<file path="config.mk">
export PLATFORM = sky130hd
export DESIGN_NAME = vpcm_div
export DESIGN_NICKNAME = d
export VERILOG_FILES = /design/src/sv/vpcm_pkg.sv /design/src/sv/vpcm_div.sv
export SDC_FILE = /design/constraint.sdc
export NUM_CORES = 1
export LEC_CHECK = 0
export BUFFER_PORTS_ARGS = -buffer_cell sky130_fd_sc_hd__buf_2
export CAP_MARGIN = 10
export CORE_ASPECT_RATIO = 1.2
export CORE_UTILIZATION = 35
export CTS_CLUSTER_SIZE = 24
export DETAILED_ROUTE_END_ITERATION = 16
export GPL_ROUTABILITY_DRIVEN = 0
export SLEW_MARGIN = 30
export SYNTH_ARGS = -nofsm -noshare
export SYNTH_HDL_FRONTEND = slang
export SYNTH_SLANG_ARGS = --single-unit
</file>
<file path="constraint.sdc">
create_clock -name clk_i -period 2 [get_ports clk_i]
set_input_delay 0.1 -clock clk_i [delete_from_list [all_inputs] [get_ports clk_i]]
set_output_delay 0.1 -clock clk_i [all_outputs]
set_load 0.01 [all_outputs]
</file>
<file path="src/sv/vpcm_pkg.sv">
// vpcm_pkg: shared types and constants for the vertical point cluster merge unit
// no dependencies
`default_nettype none
package vpcm_pkg;
  localparam int unsigned MaxClustersDef = 16;
  localparam int unsigned CountBitsDef   = 16;
  localparam int unsigned CoordW         = 32;
  localparam int unsigned GapW           = 31;
  localparam int unsigned TolW           = 16;
  localparam int unsigned PigW           = 16;

  localparam logic RegXyTol  = 1'b0;
  localparam logic RegHgtGap = 1'b1;

  typedef enum logic [2:0] {
    S_IDLE,
    S_CHECK,
    S_DSTART,
    S_DWAIT,
    S_OUT,
    S_ADD
  } state_e;

  // command broadcast to every cell of the chain
  typedef struct packed {
    logic                     add;
    logic                     shift;
    logic signed [CoordW-1:0] z;
    logic signed [CoordW-1:0] x;
    logic signed [CoordW-1:0] y;
    logic [GapW-1:0]          gap;
    logic [PigW-1:0]          pig;
  } cell_cmd_t;
endpackage
`default_nettype wire

</file>
<file path="src/sv/vpcm_div.sv">
// vpcm_div: restoring divider, one quotient bit per cycle
// depends on vpcm_pkg
`default_nettype none
module vpcm_div #(
  parameter int unsigned CountBits = 16
) (
  input  wire                        clk_i,
  input  wire                        rst_ni,
  input  wire                        start_i,
  input  wire [CountBits+31:0]       dividend_i,
  input  wire [CountBits-1:0]        divisor_i,
  output logic                       done_o,
  output logic [CountBits+31:0]      quot_o
);
  import vpcm_pkg::*;
  localparam int unsigned SumW = CountBits + 32;
  localparam int unsigned CntW = $clog2(SumW + 1);

  logic [CntW-1:0]      cnt_q, cnt_d;
  logic                 busy_q, busy_d, done_q, done_d;
  logic [SumW-1:0]      quo_q, quo_d;
  logic [CountBits:0]   rem_q, rem_d, div_q, div_d;
  logic [CountBits:0]   trial;

  assign trial = {rem_q[CountBits-1:0], quo_q[SumW-1]};

  always_comb begin
    cnt_d  = cnt_q;
    busy_d = busy_q;
    done_d = 1'b0;
    quo_d  = quo_q;
    rem_d  = rem_q;
    div_d  = div_q;
    if (start_i) begin
      busy_d = 1'b1;
      cnt_d  = CntW'(SumW);
      quo_d  = dividend_i;
      rem_d  = '0;
      div_d  = {1'b0, divisor_i};
    end else if (busy_q) begin
      if (trial >= div_q) begin
        rem_d = trial - div_q;
        quo_d = {quo_q[SumW-2:0], 1'b1};
      end else begin
        rem_d = trial;
        quo_d = {quo_q[SumW-2:0], 1'b0};
      end
      cnt_d = cnt_q - CntW'(1);
      if (cnt_q == CntW'(1)) begin
        busy_d = 1'b0;
        done_d = 1'b1;
      end
    end
  end

  always_ff @(posedge clk_i or negedge rst_ni) begin
    if (!rst_ni) begin
      busy_q <= 1'b0;
      done_q <= 1'b0;
      cnt_q  <= '0;
    end else begin
      busy_q <= busy_d;
      done_q <= done_d;
      cnt_q  <= cnt_d;
    end
  end

  always_ff @(posedge clk_i) begin
    quo_q <= quo_d;
    rem_q <= rem_d;
    div_q <= div_d;
  end

  assign done_o = done_q;
  assign quot_o = quo_q;
endmodule
`default_nettype wire

</file>
Word level (Yosys, flattened, before mapping)
Cells that the tools add are included.

Flip-flop bits (word level): 88. Input bits: 67. Word-level logic and storage cells: 23.

Add/sub/neg operators: 2. $lt $le $gt $ge: 1. Eq/ne operators: 1. Multiplexer cells: 12. Reduce and logical (&&, ||, !) cells: 1.

Operator list (count): 48-bit two-way mux (2); 17-bit by 16-bit >= comparator with 1-bit output (1); 16-bit two-way mux (1); 16-bit subtractor (1); 6-bit two-way mux (2); 1-bit two-way mux (7); 6-bit by 1-bit equality test with 1-bit output, second input constant (1); 6-bit by 1-bit subtractor with 6-bit output, second input constant (1); 2-bit nonzero test (1).

Longest topological paths before layout
Word-level depth: 4. Gate-level depth with buffers: 10. Depth with buffers taken out: 10.

Least setup slack after synthesis
OpenSTA, ideal clock, no wires.

Kind: input to register. From: in start_i. To: reg quo_q[0], in the netlist quot_o[0] (enable). Library setup time: 407 ps. Data arrival time: 1838 ps. Data required time: 1593 ps. Path slack: -246 ps. Stages on the path: 4. Path buffers: 2. Path through: clkbuf_1 clkbuf_1 inv_1 nand2_1.

Longest elaborated chain between the ends: 1.

RTL lines: start: declaration (line vpcm_div.sv:9) `input wire start_i,`; 2-bit nonzero test (no source line); end signal: assignment (line vpcm_div.sv:69) `quo_q <= quo_d;`; end: declaration (line vpcm_div.sv:21) `logic [SumW-1:0] quo_q, quo_d;`.

No other way between the ends. A chain may end at the register's enable or synchronous reset.

Worst setup path in the final report
From: reg div_q[12]. To: reg rem_q[1].

Longest elaborated chain between the ends: 2.

RTL lines: start: declaration (line vpcm_div.sv:22) `logic [CountBits:0] rem_q, rem_d, div_q, div_d;`; start signal: assignment (line vpcm_div.sv:71) `div_q <= div_d;`; 17-bit by 16-bit >= comparator with 1-bit output (line vpcm_div.sv:41) `if (trial >= div_q) begin`; 16-bit two-way mux (line vpcm_div.sv:41); end signal: assignment (line vpcm_div.sv:70) `rem_q <= rem_d;`; end: declaration (line vpcm_div.sv:22).

No other way between the ends.

==> flow_metrics.py <==
metrics = {
    "sta": {
        "slew_headroom_pct": 62.6,
        "skew_ns": 0.00645,
        "tightest_slew_ns": 0.556,
        "setup_viol": 17,
        "final_max_slew_viol_count": 0,
        "timing.hold.ws_ns": 0.0573,
        "grt_setup_unrepaired": "yes",
        "fin_crit_sh_pct": 113,
        "fmax_mhz": 441,
        "period_minus_slack_ns": 2.27,
        "timing.final.ws_setup_ns": -0.268,
        "hold_viol_final": 0,
    },
    "global_route": {
        "gr-usage-all-layers_pct": 17.7,
        "antenna_found_initial": 0,
        "grt_overflow": 0,
        "grt_pass1_vias": 3848,
        "grt_pass1_wl_mm": 18.5,
        "grt_max_degree": 50,
    },
    "detailed_routing": {
        "drc": 0,
        "wl_per_cell_um": 15.4,
        "wirelength_mm": 11.6,
        "first_pass_iters": 4,
        "drt-vias-per-instance": 5.01,
        "route.antenna.remaining_nets": 0,
        "drtIter0Drc": 90,
        "vias": 3781,
    },
    "run_status": {
        "status": "finished, violations left",
        "violations": "setup timing",
    },
    "yosys": {
        "syn_nets": 464,
        "synth.distinct_cells": 55,
        "synth_edf_count": 64,
        "synth_most_common_cell": "edfxtp_1",
        "synth-seq-cells": 88,
        "ys_async_sr_fraction_pct": 9.09,
        "yosys_warnings": 0,
        "synth_ff_type": "edfxtp_1",
        "ys_seq_area_share_pct": 53.8,
        "synthesis.area_sq_mm": 0.00454,
        "synthTopCellsByCount": "edfxtp_1, mux2_2, nor2_1, inv_1",
        "syn_avg_cell_area_sq_um": 12.0,
        "yosysTopAreaCell": "edfxtp_1",
        "synthTopCellsByArea": "edfxtp_1, mux2_2, dfxtp_1",
        "syn-instance-count": 378,
        "synth_top_area_share_pct": 42.4,
    },
    "cells_and_area": {
        "drive_gt1_share_pct": 53.7,
        "n_antenna_cell": 0,
        "finish.net_count": 671,
        "layout-area-overhead-vs-synth_pct": 48.2,
        "final-instance-count-excl-fill": 754,
    },
    "clocking": {
        "clock_latency_ns": 0.34,
        "clkTransAtPathRegs_ns": 0.07,
        "clock_path_buffers": 2,
        "cts.sink_count": 88,
        "numCtsBuffers": 9,
        "tritoncts": "built",
        "cts.htree.levels": 3,
        "cts_root_buf": "clkbuf_16",
    },
    "setup_path": {
        "worstPathMaxFanout": 4,
        "setup.worst_path.end_class": "flip-flop",
        "cp.required_ns": 2.24,
        "worstPathArrival_ns": 2.51,
        "crit_type": "reg2reg",
        "critPathLaunchType": "flip-flop",
    },
    "place": {
        "io_buffers": 115,
        "hpwl_mm": 8.02,
        "numPlacedInstances": 709,
    },
    "flow_run": {
        "max_cap_violations": 0,
    },
    "floorplan": {
        "rows": 45,
        "die-width_um": 106,
        "die_h_um": 127,
        "dieArea_sq_mm": 0.0134,
        "initial_utilization_pct": 35.8,
        "ioPinCount": 116,
        "design.core.area_sq_mm": 0.0127,
    },
    "power_and_ir_drop": {
        "power.total_mw": 7.99,
        "ir_drop_mv": 0.560,
        "p_leak_nw": 2.88,
        "p_per_area_mw_per_mm2": 1190,
    },
    "min_path": {
        "hold_class": "in2reg",
    },
}
placed cells by master (no fill, tap or decap), types with 4 or more instances in the layout:
| master | Yosys | routed |
|---|---|---|
| nand3_2 | 0 | 4 |
| mux2_2 | 48 | 47 |
| buf_4 | 1 | 72 |
| nor2_1 | 28 | 28 |
| edfxtp_1 | 64 | 64 |
| dfrtp_1 | 8 | 8 |
| a311oi_2 | 2 | 5 |
| ha_4 | 0 | 8 |
| inv_2 | 1 | 4 |
| inv_1 | 23 | 20 |
| nand2_1 | 16 | 12 |
| a311oi_1 | 11 | 8 |
| xnor2_1 | 11 | 10 |
| a21oi_1 | 15 | 11 |
| dlygate4sd3_1 | 0 | 17 |
| nand3_1 | 18 | 14 |
| o21ai_0 | 11 | 5 |
| xor2_1 | 5 | 5 |
| ha_1 | 18 | 9 |
| o21ai_1 | 12 | 10 |
| o21ai_2 | 1 | 7 |
| nor3_1 | 5 | 5 |
| dfxtp_1 | 16 | 16 |
| clkbuf_16 | 0 | 9 |
| buf_2 | 3 | 114 |
| buf_12 | 0 | 6 |
| a21oi_2 | 1 | 4 |
layer usage:
layer	vias to the layer above	global-route usage (%)	wire [um]
li1	1839	-	-
met1	1813	20.5	4880
met2	116	29.9	5720
met3	13	5.70	779
met4	0	7.84	205
met5	-	0	0
state kept, by name (all words and copies together), names as in the netlist:
register and flops:
busy_q 1, cnt_q 6, quot_o 48, done_o 1, div_q 16, rem_q 16
cells by family after synthesis:
logic type	synth area share (%)
AOI/OAI and AO/OA	13.1
xor gates and xnor gates	3.09
and+or+nand+nor	8.69
adders and majority gates	5.41
DFF	53.8
buffers and inverters	3.97
muxes	11.9
where the power goes:
part	internal, mW	switching, mW	total, mW
registers	2.29	0.231	2.52
logic	1.98	1.66	3.65
clock network	1.10	0.716	1.82
final timing paths:
kind / startpoint / end / slack [ns] / cells past startpoint
min in group asynchronous: rst_ni / done_o / 0.14 / 2
hold reg to reg: cnt_q[2] / done_o / 0.53 / 1
hold / removal: dividend_i[36] / quot_o[36] / 0.06 / 2
setup / recovery: div_q[12] / rem_q[1] / -0.27 / 9
setup reg to reg: div_q[12] / rem_q[1] / -0.27 / 9
max in group asynchronous: rst_ni / cnt_q[5] / 1.69 / 2
stage by stage:
stage | setup WS [ns] | TNS (ns) | cell area (sq um) | utilization [%]
after global routing | -0.374 | -4.82 | 6720 | 53.1
after global placement | -0.261 | -3.00 | 5910 | 46.7
after detailed placement | -0.294 | -3.82 | 5910 | 46.7
after CTS | -0.248 | -3.58 | 6560 | 51.8
after floorplan | -0.147 | -1.09 | 4640 | -
final | -0.268 | -3.37 | 6720 | 53.1
worst max-delay path, cell delays in order (launching register included):
cell and delay [ns]:
edfxtp_1 0.34, inv_2 0.05, ha_4 0.30, nand2_4 0.06, or4_4 0.55, a21oi_4 0.24, buf_6 0.15, o21ai_4 0.06
a2111o_1 0.36, o311ai_1 0.07
what timing repair did:
item                                   CTS  global route
setup endpoints to repair               17            17
hold buffers                            17             0
endpoints found under the hold margin   24             0
resized for setup                       21            25
buffers inserted                         6             4
gates cloned                             2             0
pin swaps                               19            21
layout make-up:
cell class                      instances  area [sq um]
Fill cell                            1116          5950
Sequential cell                        88          2440
Multi-Input combinational cell        250          2230
Timing Repair Buffer                  212          1440
Clock buffer                           10           229
Tap cell                              164           205
Clock inverter                          6          92.6
Inverter                               24          90.1
(Power assumes the default switching activity.)
