[src/sv/vpcm_pkg.sv]
// vpcm_pkg: shared types and constants for the vertical point cluster merge unit
// no dependencies
`default_nettype none
package vpcm_pkg;
  localparam int unsigned MaxClustersDef = 16;
  localparam int unsigned CountBitsDef   = 16;
  localparam int unsigned CoordW         = 32;
  localparam int unsigned GapW           = 31;
  localparam int unsigned TolW           = 16;
  localparam int unsigned PigW           = 16;

  localparam logic RegXyTol  = 1'b0;
  localparam logic RegHgtGap = 1'b1;

  typedef enum logic [2:0] {
    S_IDLE,
    S_CHECK,
    S_DSTART,
    S_DWAIT,
    S_OUT,
    S_ADD
  } state_e;

  // command broadcast to every cell of the chain
  typedef struct packed {
    logic                     add;
    logic                     shift;
    logic signed [CoordW-1:0] z;
    logic signed [CoordW-1:0] x;
    logic signed [CoordW-1:0] y;
    logic [GapW-1:0]          gap;
    logic [PigW-1:0]          pig;
  } cell_cmd_t;
endpackage
`default_nettype wire

[src/sv/vpcm_cell.sv]
// vpcm_cell: one cluster slot of the chain, holds first height, sum, count and point xy
// depends on vpcm_pkg
`default_nettype none
module vpcm_cell #(
  parameter int unsigned CountBits = 16,
  parameter int unsigned Idx       = 0
) (
  input  wire                             clk_i,
  input  wire                             rst_ni,
  input  vpcm_pkg::cell_cmd_t             cmd_i,
  input  wire                             taken_i,
  input  wire                             prev_valid_i,
  input  wire                             ovf_i,
  output logic                            taken_o,
  output logic                            ovf_o,
  output logic                            valid_o,
  input  wire                             nxt_valid_i,
  input  wire signed [31:0]               nxt_fz_i,
  input  wire signed [CountBits+31:0]     nxt_sum_i,
  input  wire [CountBits-1:0]             nxt_cnt_i,
  input  wire [63:0]                      nxt_xy_i,
  output logic signed [31:0]              fz_o,
  output logic signed [CountBits+31:0]    sum_o,
  output logic [CountBits-1:0]            cnt_o,
  output logic [63:0]                     xy_o
);
  import vpcm_pkg::*;
  localparam int unsigned SumW = CountBits + 32;
  localparam logic [CountBits-1:0] CntMax = '1;

  logic                     valid_q, valid_d;
  logic signed [31:0]       fz_q, fz_d;
  logic signed [SumW-1:0]   sum_q, sum_d;
  logic [CountBits-1:0]     cnt_q, cnt_d;
  logic [63:0]              xy_q, xy_d;
  logic signed [32:0]       diff;
  logic [32:0]              adiff;
  logic                     hit, join_here, open_here;

  assign diff      = {fz_q[31], fz_q} - {cmd_i.z[31], cmd_i.z};
  assign adiff     = diff[32] ? 33'(-diff) : 33'(diff);
  assign hit       = valid_q && (adiff < {2'b00, cmd_i.gap});
  assign join_here = cmd_i.add && hit && !taken_i;
  assign open_here = cmd_i.add && !valid_q && prev_valid_i && !taken_i;
  assign taken_o   = taken_i | hit;
  assign ovf_o     = ovf_i | (join_here && (cnt_q == CntMax));

  always_comb begin
    valid_d = valid_q;
    fz_d    = fz_q;
    sum_d   = sum_q;
    cnt_d   = cnt_q;
    xy_d    = xy_q;
    if (cmd_i.shift) begin
      valid_d = nxt_valid_i;
      fz_d    = nxt_fz_i;
      sum_d   = nxt_sum_i;
      cnt_d   = nxt_cnt_i;
      xy_d    = nxt_xy_i;
    end else if (cmd_i.add) begin
      if (cmd_i.pig == PigW'(Idx)) begin
        xy_d = {cmd_i.y, cmd_i.x};
      end
      if (open_here) begin
        valid_d = 1'b1;
        fz_d    = cmd_i.z;
        sum_d   = SumW'(cmd_i.z);
        cnt_d   = CountBits'(1);
      end else if (join_here && (cnt_q != CntMax)) begin
        sum_d = sum_q + SumW'(cmd_i.z);
        cnt_d = cnt_q + CountBits'(1);
      end
    end
  end

  always_ff @(posedge clk_i or negedge rst_ni) begin
    if (!rst_ni) begin
      valid_q <= 1'b0;
    end else begin
      valid_q <= valid_d;
    end
  end

  always_ff @(posedge clk_i) begin
    fz_q  <= fz_d;
    sum_q <= sum_d;
    cnt_q <= cnt_d;
    xy_q  <= xy_d;
  end

  assign valid_o = valid_q;
  assign fz_o    = fz_q;
  assign sum_o   = sum_q;
  assign cnt_o   = cnt_q;
  assign xy_o    = xy_q;
endmodule
`default_nettype wire

[config.mk]
export PLATFORM = sky130hd
export DESIGN_NAME = vpcm_cell
export DESIGN_NICKNAME = d
export VERILOG_FILES = /design/src/sv/vpcm_pkg.sv /design/src/sv/vpcm_cell.sv
export SDC_FILE = /design/constraint.sdc
export NUM_CORES = 1
export LEC_CHECK = 0
export BUFFER_PORTS_ARGS = -buffer_cell sky130_fd_sc_hd__buf_2
export CORE_AREA = 3 3 184 186
export CTS_BUF_LIST = sky130_fd_sc_hd__clkbuf_4 sky130_fd_sc_hd__clkbuf_8
export DETAILED_ROUTE_END_ITERATION = 8
export DIE_AREA = 0 0 187 189
export PLACE_DENSITY = 0.67
export SLEW_MARGIN = 20
export SYNTH_ARGS = -nofsm -noshare
export SYNTH_HDL_FRONTEND = slang
export SYNTH_SLANG_ARGS = --single-unit
[constraint.sdc]
create_clock -name clk_i -period 8.2 [get_ports clk_i]
set_input_delay 1.23 -clock clk_i [delete_from_list [all_inputs] [get_ports clk_i]]
set_output_delay 1.23 -clock clk_i [all_outputs]
set_load 0.005 [all_outputs]
Yosys cells after proc, flatten, opt, wreduce, memory -nomap -nowiden:

Index checks and enable logic that the tools add are counted.

* ROM bits: 0
* word-level logic and storage cells: 50
* bits of input ports: 311
* latch bits: 0
* memories: 0
* flip-flop bits (word level): 161
* memory bits (writable): 0
* output and inout port bits: 163

* muxes and demuxes: 18
* eq/ne operators: 2
* div/mod/pow operators: 0
* shift-type cells: 0
* bitwise logic cells: 2
* multiply operators: 0
* $lt $le $gt $ge: 1
* add/subtract/negate cells: 4
* reduce and logical (&&, ||, !) cells: 18

Operators with widths (number)
* 2-to-1 mux 48 bit: 4
* 2-to-1 mux 64 bit: 3
* 2-to-1 mux 32 bit: 3
* 2-to-1 mux 16 bit: 4
* adder 48 x 32 -> 48 bit: 1
* < comparator 33 x 31 -> 1 bit: 1
* 2-to-1 mux 33 bit: 1
* negator 33 bit: 1
* subtractor 32 x 32 -> 33 bit: 1
* adder 16 x 1 -> 16 bit (second input constant): 1
* equality test 16 bit (second input constant): 1
* zero test 16 bit: 1
* != test 16 bit (second input constant): 1
* logical AND 1 bit: 8
* AND reduction 2 bit: 3
* nonzero test 2 bit: 3
* 2-to-1 mux 1 bit: 3
* nonzero test 3 bit: 1
* zero test 1 bit: 2
* bitwise OR 1 bit: 2

Longest topological paths before layout:

Gate-level depths: netlist of the first run.

* depth after elaboration: 12
* depth in mapped cells: 24

Least setup slack after synthesis of the first run:

Ideal clock, no wire load.

* kind: input -> register
* from: input cmd_i[111] (netlist name)
* to: register cnt_q[0] (netlist: cnt_o[0]), enable pin
* slack: 574 ps
* required time: 7773 ps
* arrival time: 7199 ps
* setup time: 427 ps
* buffers on the path: 0
* stages on the path: 21
* cell sequence: ha_1 > fa_1 > nand2b_1 > a21oi_2 > nor4_4 > o31ai_1 > xor2_1 > or2_1 > a2111o_1 > or4_4 > nor4_2 > nor2_1 > xor2_1 > ha_1 > a21o_1 > a31o_2 > a211oi_1 > nor3_1 > a21o_2 > a21oi_2 > a31o_1

* cells in the longest elaborated chain, start to end: 10

Ends and longest elaborated chain
* start, declared: line vpcm_cell.sv:10 `input vpcm_pkg::cell_cmd_t cmd_i,`
* subtractor 32 x 32 -> 33 bit *: line vpcm_cell.sv:40 `assign diff = {fz_q[31], fz_q} - {cmd_i.z[31], cmd_i.z};`
* negator 33 bit: line vpcm_cell.sv:41 `assign adiff = diff[32] ? 33'(-diff) : 33'(diff);`
* 2-to-1 mux 33 bit *: line vpcm_cell.sv:41
* < comparator 33 x 31 -> 1 bit *: line vpcm_cell.sv:42 `assign hit = valid_q && (adiff < {2'b00, cmd_i.gap});`
* logical AND 1 bit *: line vpcm_cell.sv:42
* logical AND 1 bit * (2 in series): line vpcm_cell.sv:43 `assign join_here = cmd_i.add && hit && !taken_i;`
* logical AND 1 bit *: line vpcm_cell.sv:69 `end else if (join_here && (cnt_q != CntMax)) begin`
* nonzero test 3 bit (no line) *
* AND reduction 2 bit (no line) *
* end signal, assigned: line vpcm_cell.sv:87 `cnt_q <= cnt_d;`
* end, declared: line vpcm_cell.sv:34 `logic [CountBits-1:0] cnt_q, cnt_d;`

Mark *: on every way between the ends. The rest lies on a longest branch, timed or not.
A chain may end at the register's enable or synchronous reset.

Final worst setup path of the first run:

* from: input cmd_i[111] (netlist name)
* to: output ovf_o

* cells in the longest elaborated chain, start to end: 9

Ends and longest elaborated chain
* subtractor 32 x 32 -> 33 bit *: line vpcm_cell.sv:40
* negator 33 bit: line vpcm_cell.sv:41
* 2-to-1 mux 33 bit *: line vpcm_cell.sv:41
* < comparator 33 x 31 -> 1 bit *: line vpcm_cell.sv:42
* logical AND 1 bit *: line vpcm_cell.sv:42
* logical AND 1 bit * (2 in series): line vpcm_cell.sv:43
* logical AND 1 bit *: line vpcm_cell.sv:46 `assign ovf_o = ovf_i | (join_here && (cnt_q == CntMax));`
* bitwise OR 1 bit *: line vpcm_cell.sv:46
* end, declared: line vpcm_cell.sv:15 `output logic ovf_o,`

Marked as above.

==> results of run 1 <==
## layer usage
layer | GRT usage | part of all wire | vias up | wire [um]
met5 | 0 | 0.0026 | - | 122
met4 | 0.0829 | 0.027 | 16 | 1250
met3 | 0.0498 | 0.056 | 75 | 2600
met2 | 0.468 | 0.52 | 438 | 24300
met1 | 0.301 | 0.39 | 5848 | 18400
li1 | - | - | 6083 | -
## through the flow
| step | setup WS, ns | std cells |
|---|---|---|
| after floorplan | 0.574 | 1394 |
| after global placement | 0.433 | 2271 |
| after detailed placement | 0.351 | 2271 |
| after CTS | 0.321 | 2303 |
| after global routing | 0.00826 | 2309 |
| final | 0.292 | 2312 |
## worst paths after layout
check | endpoint | slack (ns)
min in group clk_i | valid_o | 0.71
max in group asynchronous | valid_o | 7.62
worst min register to register | valid_o | 0.71
worst max-delay path | ovf_o | 0.29
worst max register to register | sum_o[5] | 1.68
worst min-delay path | valid_o | 0.50
## registers in the layout, indices dropped and copies added, names as in the netlist
name / cells
fz_o: 32
sum_o: 48
xy_o: 64
cnt_o: 16
valid_o: 1
## power by group
part           switching [mW]  internal [mW]
registers              0.0690           1.04
logic                   0.797          0.659
clock network           0.356          0.312
total                    1.22           2.02
## placed cells by master (no fill, tap or decap), types with 30 or more instances in the layout
cell type / netlist / routed
xnor2_1: 56 / 56
edfxtp_1: 160 / 160
xor2_1: 45 / 45
mux2_2: 100 / 100
ha_1: 111 / 111
nand3_1: 30 / 30
nand2_1: 139 / 139
inv_1: 87 / 86
nor2_1: 72 / 72
buf_2: 1 / 472
o21ai_0: 113 / 113
a21o_1: 42 / 42
a21oi_1: 114 / 114
## logic make-up after synthesis
logic type                 synth area share
muxes                                0.0900
and+or+nand+nor                       0.143
adders and majority gates             0.108
DFF                                   0.365
xor gates and xnor gates             0.0668
buffers and inverters                0.0420
AOI/OAI and AO/OA                     0.186
## cell type report
cell class / instances / area [sq um] / share of cell area
multi-input combinational: 1094 / 7880 / 0.477
sequential: 161 / 4830 / 0.292
timing repair buffer: 487 / 2490 / 0.151
tap: 442 / 553 / 0.0335
inverter: 87 / 327 / 0.0198
clock buffer: 17 / 234 / 0.0142
clock inverter: 15 / 194 / 0.0117
antenna: 9 / 22.5 / 0.00136
==> metrics.txt, run 1 <==
outcome=completed; Min-Delay Path Class=in -> async; number of vias per cell=5.39; async set-or-reset flop fraction in the synthesized netlist=0.00621; drt total wl=46.7 mm; Fillers=3,107; routability congestion estimate=0.917; cell taking the most area after synthesis=edfxtp_1; Residual DRC=0; layout cell share with drive strength beyond 1=0.352; FP Rows=66; relative slew slack=0.321; initial core utilization=0.408; TritonCTS clock tree=built; Stages on worst setup path=23; Reg-to-Reg Start=fz_o[0]; CP max stage delay=0.55 ns; Crit path arrival time=6.68 ns; PortBufs=473; share of the synthesized area in the top cell type=0.363; worst setup path start=cmd_i[111]; Die Wd=187 um; Crit path max-delay family=compound AO/OA/AOI/OAI gates; pin count of the biggest net entering global routing=88; Post-DRT Antenna Nets=0; CTS Sinks=161; first-pass GRT wire length=69.5 mm; Slowest cell on crit path=a2111oi_0; Seq cells post-synth=161; worst path cell trace=buf_2, ha_1, fa_1, nand2b_1, a21oi_2, nor4_4, or3_4, a2111oi_0, buf_4, o21ai_0, nand2_1, o31a_1, nor2_1, xnor2_1, ha_1, or4_1, a21oi_1, o21ai_0, a41o_2, a21o_2, a21oi_2, a21o_1, buf_2; buffer and inverter count on the worst path=3; synthesized area=13,200 sq um; hold bufs inserted after CTS=0; Num CTS Buffers=17; overall power=3.24 mW; Root Buffer=clkbuf_8; RSZ-0062 raised after global routing=false; CTS H-tree lvls=4; post-route design area=16,500 sq um; die area=35,300 sq um; ys flop type=edfxtp_1; Area after DPL=16,100 sq um; CTS clk-pin slew, worst paths=0.09 ns; post_cts resized=0; Post-Synthesis Net Count=1,818; number of detailed-route iterations in the first pass=5; crit start category=input pin; final setup TNS=0 ns; Slew Limit Fails=0; Final Hold Vio Count=0; Max-Cap Viols=0; fmax=126 MHz; routed vias=12,460; most common cell in the netlist=edfxtp_1; syn avg cell area=9.50 sq um; num ports=474; Worst-Skew Late Latency=0.50 ns; worst slew pin tran=1.02 ns; Power Dens Cells=196 nW/um^2; top cell types by occurrence after synthesis=160 x edfxtp_1, 139 x nand2_1, 114 x a21oi_1, 113 x o21ai_0, 111 x ha_1; Cell variety after synth=85; VDD IR max=138 uV; critical path class=in -> out; worst clock skew=0.0147 ns; Tcrit/Tclk final=0.964; Leak=7.46 nW; core area=32,500 sq um; nets@finish=2,272; GRT overflow=0; sequential area share after synthesis=0.365; DR iter-0 viols=682; Synth Warn #=0; worst path required time=6.97 ns; largest cells by area after synthesis=edfxtp_1 36%, ha_1 10%, mux2_2 8.5%, a21oi_1 4.3%, o21ai_0 4.3%; total track usage=0.255; FF-to-FF path depth=23; Worst Setup End Kind=output port; cell count after synthesis=1,394; final setup fails=0; vias in the first global route=12,199; Avg WL per Cell=20.2 um; hold slack=0.499 ns; Max clock buf depth=2; CP max FO=10; die span in y=189 um; initial antenna violation count=18; Post-synth EDFFs=160; hpwl dp=38.3 mm; postcts setup bufs=0; synth-to-layout area growth=24.9%; final core area utilization=0.509; final worst path period need=7.91 ns
Note: power is estimated with default switching activity, not from simulation.
==> run 2: changes to the inputs <==
--- a/config.mk
+++ b/config.mk
@@ -6,11 +6,11 @@
 export NUM_CORES = 1
 export LEC_CHECK = 0
 export BUFFER_PORTS_ARGS = -buffer_cell sky130_fd_sc_hd__buf_2
-export CORE_AREA = 3 3 184 186
+export CORE_AREA = 3 3 183 185
 export CTS_BUF_LIST = sky130_fd_sc_hd__clkbuf_4 sky130_fd_sc_hd__clkbuf_8
 export DETAILED_ROUTE_END_ITERATION = 8
-export DIE_AREA = 0 0 187 189
-export PLACE_DENSITY = 0.67
+export DIE_AREA = 0 0 186 188
+export PLACE_DENSITY = 0.71
 export SLEW_MARGIN = 20
 export SYNTH_ARGS = -nofsm -noshare
 export SYNTH_HDL_FRONTEND = slang
==> constraint.sdc (replaced) <==
create_clock -name clk_i -period 6.55 [get_ports clk_i]
set_input_delay 0.9825 -clock clk_i [delete_from_list [all_inputs] [get_ports clk_i]]
set_output_delay 0.9825 -clock clk_i [all_outputs]
set_load 0.005 [all_outputs]
==> metrics.txt, run 2 (same netlist as run 1, synthesis figures left out) <==
worst setup slack after layout=-0.157 ns; final setup fails=2; synth-to-layout area growth=33.7%; Die Wd=186 um; Sw Pwr=1.55 mW; Clk pwr share=0.170; metal2 WL=23.9 mm; Top Layer Used=met5; final core area utilization=0.550; crit start category=input pin; Residual DRC=0; num ports=474; routability congestion estimate=0.960; Slew Limit Fails=0; pre-CTS WS=-0.760 ns; Post-Route M1 WL=18.5 mm; nets@finish=2,409; Num CTS Buffers=17; Post-DRT Antenna Nets=0; Sw Share=0.376; Max-Cap Viols=0; relative slew slack=0.296; Crit path max-delay family=compound AO/OA/AOI/OAI gates; Root Buffer=clkbuf_8; Power Dens Cells=233 nW/um^2; Sequential Power Share=0.339; Worst-Skew Late Latency=0.49 ns; internal power=2.58 mW; Avg WL per Cell=19.7 um; Slowest cell on crit path=a2111o_1; hold bufs inserted after CTS=0; total track usage=0.264; TritonCTS clock tree=built; met3 WL=2.87 mm; critical path class=in -> out; fmax=149 MHz; initial antenna violation count=11; Final Hold Vio Count=0; Tcrit/Tclk final=1.02; layout cell share with drive strength beyond 1=0.410; Crit path arrival time=5.72 ns; PortBufs=473; number of vias per cell=5.41; core area=32,200 sq um; RSZ-0062 raised after global routing=true; worst slew pin tran=1.06 ns; GRT overflow=0; vias in the first global route=12,878; Min-Delay Path Class=in -> async; DR iter-0 viols=815; routed vias=13,061; Combinational Power Share=0.491; most common cell after layout, fill and taps aside=buf_2; CP max stage delay=0.41 ns; Crit path top cell by count=a21o_1; Max clock buf depth=2; CTS Sinks=161; number of detailed-route iterations in the first pass=6; Worst Setup End Kind=output port; buffer and inverter count on the worst path=5; pin count of the biggest net entering global routing=95; final worst path period need=6.71 ns; CTS clk-pin slew, worst paths=0.09 ns; CTS H-tree lvls=4; initial core utilization=0.411; hpwl dp=39.1 mm; CP max FO=3; VDD IR max=154 uV; drt total wl=47.5 mm; first-pass GRT wire length=70.5 mm; die span in y=188 um; FP Rows=66; failing checks=negative setup slack; die area=35,000 sq um; Largest register FFs=64; worst clock skew=0.0166 ns; most frequent cells in the layout=471 x buf_2, 160 x edfxtp_1, 145 x buf_4, 138 x nand2_1, 111 x a21oi_1; outcome=finished, violations left; Leak=8.13 nW; worst path required time=5.57 ns
-- run 2: changes by cell type in the layout (fill, tap and decap cells not counted), moves of 3 or more --
cell,before,now
clkinv_4,0,3
inv_8,3,0
buf_6,1,4
buf_4,13,145
a21oi_1,114,111
ha_4,0,6
inv_6,7,3
ha_1,111,104
o21ai_0,113,109
-- run 2: per-stage QoR --
stage               hold WS, ns  instance area [sq um]  cells  TNS (ns)  power [mW]
floorplan                 0.583                  13200   1394         0        2.64
global placement          0.658                  17000   2368     -9.49        3.33
detailed placement        0.695                  17000   2368    -21.28        3.37
CTS                       0.202                  17500   2399    -0.701        4.10
global route              0.203                  17700   2413    -0.765        4.41
finish                    0.247                  17700   2413    -0.311        4.13
-- run 2: metal layers --
metal  vias to the layer above  GRT usage
met5                         -          0
met4                         4      0.121
met3                       104     0.0446
met2                       502      0.457
met1                      6100      0.319
li1                       6351          -
-- run 2: repair_timing --
item | in CTS | in global routing
endpoints found under the setup margin | 2 | 2
buffers inserted | 1 | 5
resized for setup | 24 | 27
pin swaps | 12 | 14
-- run 2: area by class of cell --
cell class / count / area [sq um]
Timing Repair Buffer: 624 / 3570
Clock inverter: 13 / 114
Sequential cell: 161 / 4830
Tap cell: 408 / 510
Antenna cell: 9 / 22.5
Fill cell: 2896 / 14500
Multi-Input combinational cell: 1094 / 8100
Inverter: 87 / 327
Clock buffer: 17 / 234
-- run 2: path summary, 6_finish.rpt --
path                                 start  endpoint  slack [ns]  cells past startpoint
worst max-delay path            cmd_i[112]     ovf_o       -0.16                     26
worst min-delay path                rst_ni   valid_o        0.25                      1
worst max register to register     fz_o[0]  sum_o[8]        0.84                     27
worst min register to register     valid_o   valid_o        0.69                      2
max in group asynchronous           rst_ni   valid_o        6.22                      1
min in group clk_i                 valid_o   valid_o        0.69                      2
-- run 2: power groups by stage --
| stage | sequential (mW) | clock (mW) | combinational [mW] |
|---|---|---|---|
| 2_1_floorplan | 1.41 | 0 | 1.23 |
| 3_3_place_gp | 1.41 | 0 | 1.92 |
| 3_5_place_dp | 1.42 | 0 | 1.95 |
| 4_1_cts | 1.40 | 0.725 | 1.98 |
| 5_1_grt | 1.41 | 0.760 | 2.24 |
| 6_report | 1.40 | 0.703 | 2.03 |
==> run 3: changes to the inputs <==
--- a/config.mk
+++ b/config.mk
@@ -11,6 +11,7 @@
 export DETAILED_ROUTE_END_ITERATION = 8
 export DIE_AREA = 0 0 186 188
 export PLACE_DENSITY = 0.71
+export REMOVE_ABC_BUFFERS = 1
 export SLEW_MARGIN = 20
 export SYNTH_ARGS = -nofsm -noshare
 export SYNTH_HDL_FRONTEND = slang
==> metrics.txt, run 3 (same netlist as run 1, synthesis figures left out) <==
layout cell share with drive strength beyond 1=0.412; routed vias=13,002; R2R setup slack=0.77 ns; Die Wd=186 um; most frequent cells in the layout=470 x buf_2, 160 x edfxtp_1, 160 x buf_4, 139 x nand2_1, 113 x a21oi_1; drt total wl=46.3 mm; Sw Share=0.376; DR iter-0 viols=727; die span in y=188 um; Sequential Power Share=0.325; PortBufs=473; CTS clk-pin slew, worst paths=0.10 ns; fmax=148 MHz; Stages on worst setup path=24; CP max FO=4; crit start category=input pin; vias in the first global route=13,039; number of vias per cell=5.35; outcome=finished, violations left; FF-to-FF path depth=25; TritonCTS clock tree=built; CP max stage delay=0.58 ns; worst path cell trace=buf_8, ha_4, fa_2, nand2b_4, a21oi_4, nor4_4, or3_4, a21boi_4, o21ai_2, a2111o_1, or4_4, nor4_4, nor2_1, xor2_1, ha_1, a21o_1, a31o_2, a211oi_2, nor3_1, a21o_2, a21oi_2, buf_6, a21o_1, buf_2; final setup fails=2; failing checks=negative setup slack; Num CTS Buffers=17; CTS H-tree lvls=4; buffer and inverter count on the worst path=3; critical path endpoint=ovf_o; pin count of the biggest net entering global routing=126; total track usage=0.257; most common cell after layout, fill and taps aside=buf_2; synth-to-layout area growth=35.2%; worst path required time=5.57 ns; Clk pwr share=0.194; hpwl dp=37.7 mm; worst clock skew=0.0208 ns; internal power=2.66 mW; Crit path arrival time=5.77 ns; Residual DRC=0; Largest register FFs=64; Crit path max-delay family=compound AO/OA/AOI/OAI gates; Worst Setup End Kind=output port; relative slew slack=0.340; die area=35,000 sq um; Slew Limit Fails=0; Reg-to-Reg Start=fz_o[0]; Min-Delay Path Class=in -> async; RR Endpoint=sum_o[33]; Avg WL per Cell=19.0 um; core area=32,200 sq um; Max clock buf depth=2; Combinational Power Share=0.481; Post-DRT Antenna Nets=0; final worst path period need=6.75 ns; Root Buffer=clkbuf_8; routability congestion estimate=0.912; Max-Cap Viols=0; worst setup path start=cmd_i[111]; first-pass GRT wire length=69.6 mm; final core area utilization=0.556; number of detailed-route iterations in the first pass=5; worst setup slack after layout=-0.198 ns; RSZ-0062 raised after global routing=true; nets@finish=2,424; Sw Pwr=1.60 mW; initial core utilization=0.411; GRT overflow=0; Tcrit/Tclk final=1.03; Worst-Skew Late Latency=0.49 ns; hold slack=0.258 ns; critical path class=in -> out; VDD IR max=140 uV; hold bufs inserted after CTS=0; Final Hold Vio Count=0; worst slew pin tran=0.990 ns; Power Dens Cells=238 nW/um^2; initial antenna violation count=15; CTS Sinks=161; Slowest cell on crit path=or4_4; FP Rows=66; Leak=8.26 nW; num ports=474
[run 3: cell types whose count changed in the layout (fill, tap and decap cells not counted), moves of 3 or more]
cell / previous run / this run
clkinv_1: 3 / 0
clkinv_8: 0 / 4
buf_4: 145 / 160
ha_1: 104 / 108
o21ai_1: 6 / 3
ha_4: 6 / 3
inv_8: 0 / 5
[run 3: worst min-delay path by stage]
stage	start	endpoint	slack (ns)	depth (start not counted)
6_report	rst_ni	valid_o	0.26	1
5_1_grt	rst_ni	valid_o	0.23	1
4_1_cts	rst_ni	valid_o	0.22	1
3_5_place_dp	cnt_o[8]	cnt_o[8]	0.68	2
3_3_place_gp	cnt_o[6]	cnt_o[6]	0.67	2
2_1_floorplan	valid_o	valid_o	0.58	2
[run 3: power groups by stage]
stage	sequential, mW	combinational (mW)	clock [mW]
floorplan	1.41	1.20	0
global placement	1.41	1.93	0
detailed placement	1.41	1.97	0
CTS	1.39	2.03	0.846
global route	1.40	2.27	0.881
finish	1.39	2.05	0.829
[run 3: final cells by class]
type | instances | area (sq um)
antenna | 11 | 27.5
inverter | 87 | 327
clock inverter | 15 | 216
fill | 2942 | 14300
sequential | 161 | 4830
multi-input combinational | 1094 | 8060
tap | 408 | 510
clock buffer | 17 | 234
timing repair buffer | 639 | 3690
[run 3: what timing repair did]
| item | 4_1_cts | 5_1_grt |
|---|---|---|
| endpoints found under the setup margin | 2 | 2 |
| cloned | 0 | 0 |
| buffers inserted | 10 | 1 |
| pin swaps | 13 | 0 |
| resized for setup | 34 | 8 |
[run 3: layer usage]
metal / global-route usage / wire (um) / share of wire / up-vias
met5: 0 / 33 / 0.00071 / -
met4: 0.121 / 2060 / 0.045 / 6
met3: 0.0425 / 2250 / 0.049 / 109
met2: 0.466 / 24100 / 0.52 / 442
met1: 0.290 / 17800 / 0.38 / 6060
li1: - / - / - / 6385
[run 3: metrics by stage]
| stage | TNS, ns | total power, mW | setup WS [ns] | std cells | instance area [sq um] |
|---|---|---|---|---|---|
| 2_1_floorplan | -63.76 | 2.61 | -0.992 | 1342 | 13000 |
| 3_3_place_gp | -9.70 | 3.33 | -0.584 | 2378 | 17100 |
| 3_5_place_dp | -18.93 | 3.38 | -0.715 | 2378 | 17100 |
| 4_1_cts | -0.356 | 4.26 | -0.182 | 2420 | 17800 |
| 5_1_grt | -0.948 | 4.55 | -0.484 | 2432 | 17900 |
| 6_report | -0.389 | 4.27 | -0.198 | 2432 | 17900 |
